--- src/rtl/core/utf8v_pkg.sv ---
package utf8v_pkg;

    // Largest byte value that is plain ASCII
    localparam logic [7:0] ASCII_MAX = 8'h7F;

    // Allowed range of the next continuation byte
    localparam logic [2:0] CLS_80_BF = 3'd0;
    localparam logic [2:0] CLS_A0_BF = 3'd1;
    localparam logic [2:0] CLS_80_9F = 3'd2;
    localparam logic [2:0] CLS_90_BF = 3'd3;
    localparam logic [2:0] CLS_80_8F = 3'd4;

    // Per-string scan state
    typedef struct packed {
        logic [1:0] cont_left;
        logic [2:0] cls;
        logic       err;
        logic       ascii;
        logic       nul;
    } t_scan;

    // Result flags of one string
    typedef struct packed {
        logic well_formed;
        logic all_ascii;
        logic has_nul;
    } t_flags;

    localparam t_scan SCAN_RESET = '{
        cont_left: 2'd0,
        cls:       CLS_80_BF,
        err:       1'b0,
        ascii:     1'b1,
        nul:       1'b0
    };

endpackage

--- src/rtl/core/utf8v_step.sv ---
module utf8v_step (
    input  utf8v_pkg::t_scan  i_scan,
    input  logic [7:0]        i_data_byte,
    input  logic              i_byte_present,
    input  logic              i_end_of_string,
    output utf8v_pkg::t_scan  o_scan,
    output utf8v_pkg::t_flags o_flags
);
    import utf8v_pkg::*;

    t_scan      w_scan;
    logic [7:0] w_lo;
    logic [7:0] w_hi;

    // Bounds of the expected continuation byte
    always_comb begin
        w_lo = 8'h80;
        w_hi = 8'hBF;
        case (i_scan.cls)
            CLS_A0_BF: w_lo = 8'hA0;
            CLS_80_9F: w_hi = 8'h9F;
            CLS_90_BF: w_lo = 8'h90;
            CLS_80_8F: w_hi = 8'h8F;
            default:   ;
        endcase
    end

    // Examine the byte against the current scan state
    always_comb begin
        w_scan = i_scan;
        if (i_byte_present && !i_scan.err) begin
            if (i_scan.cont_left == 2'd0) begin
                if (i_data_byte == 8'h00) begin
                    w_scan.nul = 1'b1;
                end
                if (i_data_byte > ASCII_MAX) begin
                    w_scan.ascii = 1'b0;
                    case (i_data_byte) inside
                        [8'hC2:8'hDF]: begin
                            w_scan.cont_left = 2'd1;
                            w_scan.cls       = CLS_80_BF;
                        end
                        [8'hE0:8'hEF]: begin
                            w_scan.cont_left = 2'd2;
                            if (i_data_byte == 8'hE0) begin
                                w_scan.cls = CLS_A0_BF;
                            end else if (i_data_byte == 8'hED) begin
                                w_scan.cls = CLS_80_9F;
                            end else begin
                                w_scan.cls = CLS_80_BF;
                            end
                        end
                        [8'hF0:8'hF4]: begin
                            w_scan.cont_left = 2'd3;
                            if (i_data_byte == 8'hF0) begin
                                w_scan.cls = CLS_90_BF;
                            end else if (i_data_byte == 8'hF4) begin
                                w_scan.cls = CLS_80_8F;
                            end else begin
                                w_scan.cls = CLS_80_BF;
                            end
                        end
                        default: w_scan.err = 1'b1;
                    endcase
                end
            end else if (i_data_byte >= w_lo && i_data_byte <= w_hi) begin
                w_scan.cont_left = i_scan.cont_left - 2'd1;
                w_scan.cls       = CLS_80_BF;
            end else begin
                w_scan.err       = 1'b1;
                w_scan.cont_left = 2'd0;
                w_scan.cls       = CLS_80_BF;
            end
        end
    end

    // Flags at end of string; a pending sequence counts as an error
    assign o_flags.well_formed = !(w_scan.err || (w_scan.cont_left != 2'd0));
    assign o_flags.all_ascii   = w_scan.ascii;
    assign o_flags.has_nul     = w_scan.nul;

    // Restart the scan after the last beat of a string
    assign o_scan = i_end_of_string ? SCAN_RESET : w_scan;

endmodule

--- src/rtl/core/utf8_validate_flags_top.sv ---
// Channel | Direction | Handshake               | Payload
// input   | in        | i_in_valid / o_in_stall  | i_data_byte, i_byte_present, i_end_of_string
// result  | out       | o_out_valid / i_out_stall| o_well_formed, o_all_ascii, o_has_nul
//
// One beat per cycle while the input is not stalled; a result follows the beat that
// ends its string through the input register, then the result register.
// The per-byte check sits between the input register and the scan/result registers.
// Reset (i_rst_n low, synchronous) empties both registers and restarts the scan.
// A stalled result holds; the input stalls only while a full result is held and
// the waiting beat ends a string.
module utf8_validate_flags_top (
    input  logic       i_clk,
    input  logic       i_rst_n,
    input  logic       i_in_valid,
    output logic       o_in_stall,
    input  logic [7:0] i_data_byte,
    input  logic       i_byte_present,
    input  logic       i_end_of_string,
    output logic       o_out_valid,
    input  logic       i_out_stall,
    output logic       o_well_formed,
    output logic       o_all_ascii,
    output logic       o_has_nul
);
    import utf8v_pkg::*;

    logic       r_in_valid;
    logic [7:0] r_in_byte;
    logic       r_in_present;
    logic       r_in_eos;
    t_scan      r_scan;
    t_scan      n_scan;
    t_flags     n_flags;
    t_flags     r_flags;
    logic       r_out_valid;
    logic       w_fire;

    // Process the held beat unless it ends a string and the result slot is blocked
    assign w_fire     = r_in_valid && (!r_in_eos || !r_out_valid || !i_out_stall);
    assign o_in_stall = r_in_valid && !w_fire;

    // Capture the incoming beat
    always_ff @(posedge i_clk) begin
        if (!i_rst_n) begin
            r_in_valid <= 1'b0;
        end else if (!o_in_stall) begin
            r_in_valid <= i_in_valid;
        end
    end

    always_ff @(posedge i_clk) begin
        if (i_in_valid && !o_in_stall) begin
            r_in_byte    <= i_data_byte;
            r_in_present <= i_byte_present;
            r_in_eos     <= i_end_of_string;
        end
    end

    utf8v_step u_step (
        .i_scan          (r_scan),
        .i_data_byte     (r_in_byte),
        .i_byte_present  (r_in_present),
        .i_end_of_string (r_in_eos),
        .o_scan          (n_scan),
        .o_flags         (n_flags)
    );

    // Advance the scan state
    always_ff @(posedge i_clk) begin
        if (!i_rst_n) begin
            r_scan <= SCAN_RESET;
        end else if (w_fire) begin
            r_scan <= n_scan;
        end
    end

    // Load a result at end of string, drop it once taken
    always_ff @(posedge i_clk) begin
        if (!i_rst_n) begin
            r_out_valid <= 1'b0;
        end else if (w_fire && r_in_eos) begin
            r_out_valid <= 1'b1;
        end else if (!i_out_stall) begin
            r_out_valid <= 1'b0;
        end
    end

    always_ff @(posedge i_clk) begin
        if (w_fire && r_in_eos) begin
            r_flags <= n_flags;
        end
    end

    assign o_out_valid   = r_out_valid;
    assign o_well_formed = r_flags.well_formed;
    assign o_all_ascii   = r_flags.all_ascii;
    assign o_has_nul     = r_flags.has_nul;

endmodule

--- config.mk ---
export PLATFORM = sky130hd
export DESIGN_NAME = utf8_validate_flags_top
export DESIGN_NICKNAME = d
export VERILOG_FILES = /design/src/rtl/core/utf8v_pkg.sv /design/src/rtl/core/utf8v_step.sv /design/src/rtl/core/utf8_validate_flags_top.sv
export SDC_FILE = /design/constraint.sdc
export NUM_CORES = 1
export LEC_CHECK = 0
export BUFFER_PORTS_ARGS = -buffer_cell sky130_fd_sc_hd__buf_2
export CAP_MARGIN = 20
export CELL_PAD_IN_SITES_DETAIL_PLACEMENT = 2
export CELL_PAD_IN_SITES_GLOBAL_PLACEMENT = 2
export CORE_MARGIN = 5
export CORE_UTILIZATION = 35
export CTS_CLUSTER_SIZE = 24
export DETAILED_ROUTE_END_ITERATION = 7
export GPL_ROUTABILITY_DRIVEN = 1
export MAX_ROUTING_LAYER = met4
export PLACE_DENSITY = 0.82
export SLEW_MARGIN = 25
export SYNTH_ARGS = -nofsm -noshare
export SYNTH_HDL_FRONTEND = slang
export SYNTH_SLANG_ARGS = --single-unit
--- constraint.sdc ---
create_clock -name i_clk -period 2.83 [get_ports i_clk]
set_input_delay 0.1415 -clock i_clk [delete_from_list [all_inputs] [get_ports i_clk]]
set_output_delay 0.1415 -clock i_clk [all_outputs]
set_load 0.05 [all_outputs]
==> flow_summary_export.csv, run 1 <==
group,metric,value,unit
route,drc,0,
flow_run,maxCapViolCount,0,
critical_path,worstSetupPathType,"reg -> reg",
critical_path,worstPathMaxFanout,5,
cells_and_area,antenna_cells,0,
global_route,grt.overflow.total,0,
route,vias,1111,
synth,synth-edff-count,13,
synth,synth_top_area_cell,"edfxtp_1",
min_path,min_path_cells,2,
global_route,grt_pass1_wl,6700,um
synth,synth_flop_cell,"edfxtp_1",
status,status,"completed",
floorplanning,coreArea,3360,sq um
clocking,cts.reportedPaths.clkPinSlew,0.15,ns
synth,synth_top_area_share,31.8,%
cells_and_area,fin_util,44.7,%
timing,worst_pin_slew,0.824,ns
timing,fin_skew,0.0172,ns
critical_path,required,3.00,ns
critical_path,arrival,2.63,ns
clocking,cts_tree,"built",
cells_and_area,syn_to_final_growth,22.4,%
global_route,grt_max_degree,14,
critical_path,cp-start-kind,"flop",
route,viasPerCell,5.56,
timing,finalHoldViolations,0,
timing,fin_crit_sh,86.8,%
clocking,post_cts_resized,0,
global_route,antenna_found_initial,0,
placement,gp_congestion,0.760,
synth,synth-async-reset-ratio,0,%
timing,fin_setup_tns,0,ns
synth,synth_seq_area_share,48.1,%
clocking,cts_sinks,23,
clocking,cts_buffer_depth,2,
timing,setup_viol,0,
route,first_iter_violations,37,
synth,ys_top_cells_by_area,"edfxtp_1, dfxtp_1, ha_1, nand2_1, nor2_1",
synth,netlist_top_cells_count,"nand2_1, edfxtp_1, dfxtp_1, nor2_1, ha_1",
cells_and_area,layout-drive-gt1-share,19.5,%
clocking,post_cts_buffers,0,
synth,synth_most_common_cell,"nand2_1",
synth,syn_area,1230,sq um
floorplanning,io_pins,19,
placement,io_buffers,18,
floorplanning,dieArea,4800,sq um
synth,ys_warn_count,0,
cells_and_area,fin_nets,174,
clocking,clkLatencyLatePin,0.33,ns
power_and_ir_drop,irDropWorstVdd,0.240,mV
floorplanning,start_util,36.5,%
floorplanning,die_w,69.3,um
global_route,first_global_vias,1272,
floorplanning,rows,21,
timing,max_freq,407,MHz
route,dr.pass1.iters,5,
route,routed_wl,3970,um
placement,hpwl,2680,um
timing,slew_headroom,45.0,%
critical_path,ff2ff_setup_slack,0.37,ns
clocking,cts_root_buf,"clkbuf_4",
floorplanning,die_y,69.3,um
timing,slew_violations,0,
global_route,grtUsageTotal,18.0,%
min_path,hold_path_class,"in -> reg",
timing,period_minus_slack,2.46,ns
clocking,numCtsBuffers,3,
route,antenna_left,0,
synth,syn-num-nets,142,
route,wl_per_cell,19.8,um
critical_path,critPathCaptureType,"flop",
synth,syn_area_per_cell,9.99,sq um
synth,synth.distinct_cells,41,
timing,rsz0062_at_grt,"no",
clocking,htree_levels,1,
power_and_ir_drop,power_density,422,nW/um^2
critical_path,worstRegToRegCells,7,
power_and_ir_drop,power_leakage,0.000589,uW
synth,synthCells,123,
synth,ys_ff_latch,23,
## state kept, by name (all words and copies together), names as in the netlist
register / cells
r_in_byte: 8
r_scan: 8
o_all_ascii: 1
o_has_nul: 1
o_out_valid: 1
o_well_formed: 1
r_in_eos: 1
r_in_present: 1
r_in_valid: 1
## critical path, cell delays in order (launching register included)
cell,delay [ns]
dfxtp_1,0.41
or3b_2,0.46
ha_1,0.30
nor2b_1,0.14
a311oi_1,0.07
or4_4,0.57
and3_2,0.22
nor4_2,0.14
## power by group
part           internal [uW]  switching, uW
logic                   36.4           45.8
registers                367           18.2
clock network           53.1            114
total                    456            178
## placed cells by master, fill, tap and decap left out, types with 4 or more instances in the layout
| cell | netlist | final |
|---|---|---|
| dfxtp_1 | 10 | 10 |
| nor2_1 | 10 | 10 |
| o21ai_0 | 4 | 4 |
| nand2_1 | 16 | 16 |
| dlygate4sd3_1 | 0 | 10 |
| ha_1 | 5 | 5 |
| inv_1 | 4 | 4 |
| buf_2 | 0 | 18 |
| edfxtp_1 | 13 | 13 |
| nor3b_1 | 4 | 4 |
| nand3_1 | 4 | 4 |
## per-stage QoR
step / cell area [sq um] / power (uW) / hold WS, ns / instances / setup slack [ns]
after floorplan: 1230 / 430 / 0.240 / 123 / 0.567
after global placement: 1380 / 454 / 0.318 / 186 / 0.493
after detailed placement: 1380 / 459 / 0.320 / 186 / 0.387
after CTS: 1500 / 624 / 0.0280 / 200 / 0.368
after global routing: 1500 / 662 / 0.0196 / 200 / 0.221
final: 1500 / 634 / 0.0174 / 200 / 0.374
## path summary, 6_finish.rpt
path / startpoint / to
worst max-delay path: r_scan[3]$_SDFFE_PN0P_ / o_well_formed$_DFFE_PP_
worst min-delay path: i_in_valid / r_in_valid$_SDFFE_PN0N_
worst max register to register: r_scan[3]$_SDFFE_PN0P_ / o_well_formed$_DFFE_PP_
worst min register to register: r_scan[1]$_SDFFE_PN1P_ / r_scan[1]$_SDFFE_PN1P_
## kinds of logic (layout without fill, tap and decap cells)
group                      after synthesis  count (layout)  synth area share [%]
AOI/OAI and AO/OA                       27              27                  16.1
xor gates and xnor gates                 1               1                 0.713
adders and majority gates                5               5                  5.09
buffers and inverters                    6              37                  1.83
DFF                                     23              23                  48.1
muxes                                    2               2                  1.63
and+or+nand+nor                         59              59                  26.6
## final cells by class
type	count	area (sq um)
Clock inverter	1	5.00
Inverter	4	15.0
Tap cell	46	57.6
Sequential cell	23	591
Multi-Input combinational cell	94	616
Timing Repair Buffer	29	198
Fill cell	364	1860
Clock buffer	3	22.5
## metal layers
layer	share of wire (%)	GRT usage [%]	wire length, um
met1	41	20.0	1640
met3	4.8	4.20	189
met4	0.55	4.34	22
met5	0	-	0
met2	53	32.3	2120
## timing repair
| action | in CTS | in global routing |
|---|---|---|
| hold endpoints to repair | 10 | 0 |
| endpoints found under the setup margin | 0 | 0 |
| hold buffers | 10 | 0 |
No activity file was read; power rests on OpenSTA's default activity.
==> run 2: changes to the inputs <==
--- a/config.mk
+++ b/config.mk
@@ -5,17 +5,18 @@
 export SDC_FILE = /design/constraint.sdc
 export NUM_CORES = 1
 export LEC_CHECK = 0
+export ABC_AREA = 1
 export BUFFER_PORTS_ARGS = -buffer_cell sky130_fd_sc_hd__buf_2
 export CAP_MARGIN = 20
 export CELL_PAD_IN_SITES_DETAIL_PLACEMENT = 2
 export CELL_PAD_IN_SITES_GLOBAL_PLACEMENT = 2
 export CORE_MARGIN = 5
-export CORE_UTILIZATION = 35
+export CORE_UTILIZATION = 32
 export CTS_CLUSTER_SIZE = 24
 export DETAILED_ROUTE_END_ITERATION = 7
 export GPL_ROUTABILITY_DRIVEN = 1
 export MAX_ROUTING_LAYER = met4
-export PLACE_DENSITY = 0.82
+export PLACE_DENSITY = 0.8
 export SLEW_MARGIN = 25
 export SYNTH_ARGS = -nofsm -noshare
 export SYNTH_HDL_FRONTEND = slang
==> run 2 against run 1 <==
Net effect: critical path depth grew 5; wire length shrank 7.3%; clock skew is 0.011 ns lower; largest cell class unchanged.
==> flow_summary_export.csv, run 2 <==
group,metric,value,unit
route,vias,1101,
synth,ys_warn_count,0,
floorplanning,die_y,73.2,um
floorplanning,die_w,73.2,um
clocking,post_cts_resized,0,
clocking,cts.reportedPaths.clkPinSlew,0.08,ns
synth,syn_area,1280,sq um
global_route,grt_max_degree,14,
timing,setup_viol,0,
route,wl_per_cell,16.0,um
global_route,grt_pass1_wl,6290,um
synth,netlist_top_cells_count,"nand2_1, inv_1, nor2_1, edfxtp_1, dfxtp_1",
synth,synth.distinct_cells,24,
floorplanning,io_pins,19,
power_and_ir_drop,total_power,697,uW
global_route,grtUsageTotal,16.2,%
clocking,htree_levels,1,
synth,synth_flop_cell,"edfxtp_1",
synth,synth-edff-count,13,
critical_path,worstPathMaxFanout,4,
floorplanning,start_util,32.5,%
route,viasPerCell,4.79,
synth,synth_top_area_share,30.5,%
synth,synth_top_area_cell,"edfxtp_1",
status,status,"completed",
power_and_ir_drop,power_leakage,0.000688,uW
clocking,cts_sinks,23,
critical_path,required,2.85,ns
critical_path,cp-start-kind,"flop",
timing,rsz0062_at_grt,"no",
timing,worst_pin_slew,0.879,ns
cells_and_area,fin_nets,200,
clocking,clkLatencyLatePin,0.27,ns
cells_and_area,register_area,591,sq um
power_and_ir_drop,combPwrFrac,15.1,%
clocking,post_cts_buffers,0,
power_and_ir_drop,switching_share,27.8,%
critical_path,critPathCaptureType,"flop",
cells_and_area,design_area,1480,sq um
critical_path,ff2ff_setup_slack,0.82,ns
flow_run,maxCapViolCount,0,
cells_and_area,final_common_cell,"nand2_1",
synth,synthCells,158,
placement,dpl_worst_slack,0.848,ns
cells_and_area,antenna_cells,0,
clocking,cts_buffer_depth,2,
global_route,antenna_found_initial,0,
clocking,numCtsBuffers,3,
timing,setup_ws,0.821,ns
cells_and_area,final.fill_count,466,
global_route,grt.overflow.total,0,
placement,dpl.cell_count,226,
power_and_ir_drop,pwr-share-clk,29.7,%
route,routed_wl,3680,um
timing,max_freq,498,MHz
synth,synth_seq_area_share,46.1,%
cells_and_area,layout-drive-gt1-share,25.6,%
placement,hpwl,3080,um
synth,synth_most_common_cell,"nand2_1",
synth,syn-num-nets,177,
min_path,min_path_cells,1,
clocking,hold_buffers,0,
timing,slew_headroom,41.2,%
timing,fin_skew,0.00596,ns
route,drc,0,
cells_and_area,reg_top3,"r_in_byte x8, r_scan x8",
cells_and_area,layout.cells.non_filler,230,
placement,placed_cell_area,1430,sq um
power_and_ir_drop,p_int,503,uW
cells_and_area,final_cell_mix,"nand2_1, inv_1, buf_2, nor2_1, edfxtp_1",
timing,fin_setup_tns,0,ns
synth,syn_area_per_cell,8.10,sq um
critical_path,worstRegToRegCells,12,
critical_path,arrival,2.03,ns
clocking,cts_tree,"built",
synth,ys_ff_latch,23,
floorplanning,rows,23,
timing,period_minus_slack,2.01,ns
synth,ys_top_cells_by_area,"edfxtp_1, dfxtp_1, nand2_1, inv_1, ha_1",
power_and_ir_drop,p_sw,193,uW
power_and_ir_drop,power_density,471,nW/um^2
min_path,hold_path_class,"in -> reg",
clocking,cts_root_buf,"clkbuf_8",
placement,gp_congestion,0.801,
global_route,first_global_vias,1316,
timing,fin_crit_sh,71.0,%
placement,io_buffers,18,
critical_path,worstSetupPathType,"reg -> reg",
route,first_iter_violations,40,
route,antenna_left,0,
floorplanning,dieArea,5360,sq um
timing,finalHoldViolations,0,
timing,slew_violations,0,
synth,synth-async-reset-ratio,0,%
power_and_ir_drop,power_frac_seq,55.2,%
route,dr.pass1.iters,4,
floorplanning,coreArea,3940,sq um
cells_and_area,multi_input_area,592,sq um
power_and_ir_drop,irDropWorstVdd,0.244,mV
cells_and_area,syn_to_final_growth,15.5,%
run 2: changes by cell type in the layout (fill, tap and decap cells not counted), moves of 5 or more:
| cell | delta |
|---|---|
| nand2_1 | +24 |
| nor2_1 | +6 |
| dlygate4sd3_1 | -10 |
| nand3_1 | +5 |
| inv_1 | +17 |
| nand2_2 | +7 |
run 2: area by class of cell:
class                           instances  share of cell area [%]
Tap cell                               50                    4.23
Clock inverter                          1                   0.338
Multi-Input combinational cell        109                    40.0
Sequential cell                        23                    39.9
Clock buffer                            3                    2.79
Timing Repair Buffer                   18                    6.09
Inverter                               26                    6.60
run 2: kinds of logic (layout without fill, tap and decap cells):
group | Yosys count | in the layout | synth area share, %
and+or+nand+nor | 87 | 87 | 32.7
DFF | 23 | 23 | 46.1
adders and majority gates | 5 | 5 | 4.89
buffers and inverters | 26 | 48 | 7.62
AOI/OAI and AO/OA | 17 | 17 | 8.60
run 2: worst paths after layout:
kind | end | start
min reg2reg | r_scan[1]$_SDFFE_PN1P_ | r_scan[1]$_SDFFE_PN1P_
max reg2reg | o_well_formed$_DFFE_PP_ | r_scan[4]$_SDFFE_PN0P_
min | r_in_eos$_DFFE_PP_ | i_end_of_string
max | o_well_formed$_DFFE_PP_ | r_scan[4]$_SDFFE_PN0P_
run 2: worst max-delay path, cell delays in order (launching register included):
cell and delay (ns):
dfxtp_1 0.38, inv_1 0.07, nand2_1 0.08, a21oi_1 0.07, ha_1 0.30, nand2_1 0.05
nand3b_1 0.18, a21oi_2 0.22, nand3b_1 0.11, nand3_1 0.10, nand2_1 0.07, nand2_1 0.08
a21oi_2 0.03
run 2: through the flow:
step	hold WS [ns]	utilization (%)
after floorplan	0.240	-
after global placement	0.319	36.3
after detailed placement	0.320	36.3
after CTS	0.0397	37.5
after global routing	0.0317	37.5
final	0.0438	37.5
run 2: power by group through the flow:
stage,Combinational [uW],Sequential (uW),Clock (uW)
2_1_floorplan,65.2,395,0
3_3_place_gp,97.9,391,0
3_5_place_dp,106,392,0
4_1_cts,107,385,210
5_1_grt,121,387,228
6_report,105,384,207
run 2: routing by layer:
metal	vias up	wire, um	global-route usage (%)
met1	531	1560	18.2
met4	0	60	6.15
li1	551	-	-
met5	-	0	-
met3	7	63	2.07
met2	12	1990	28.8
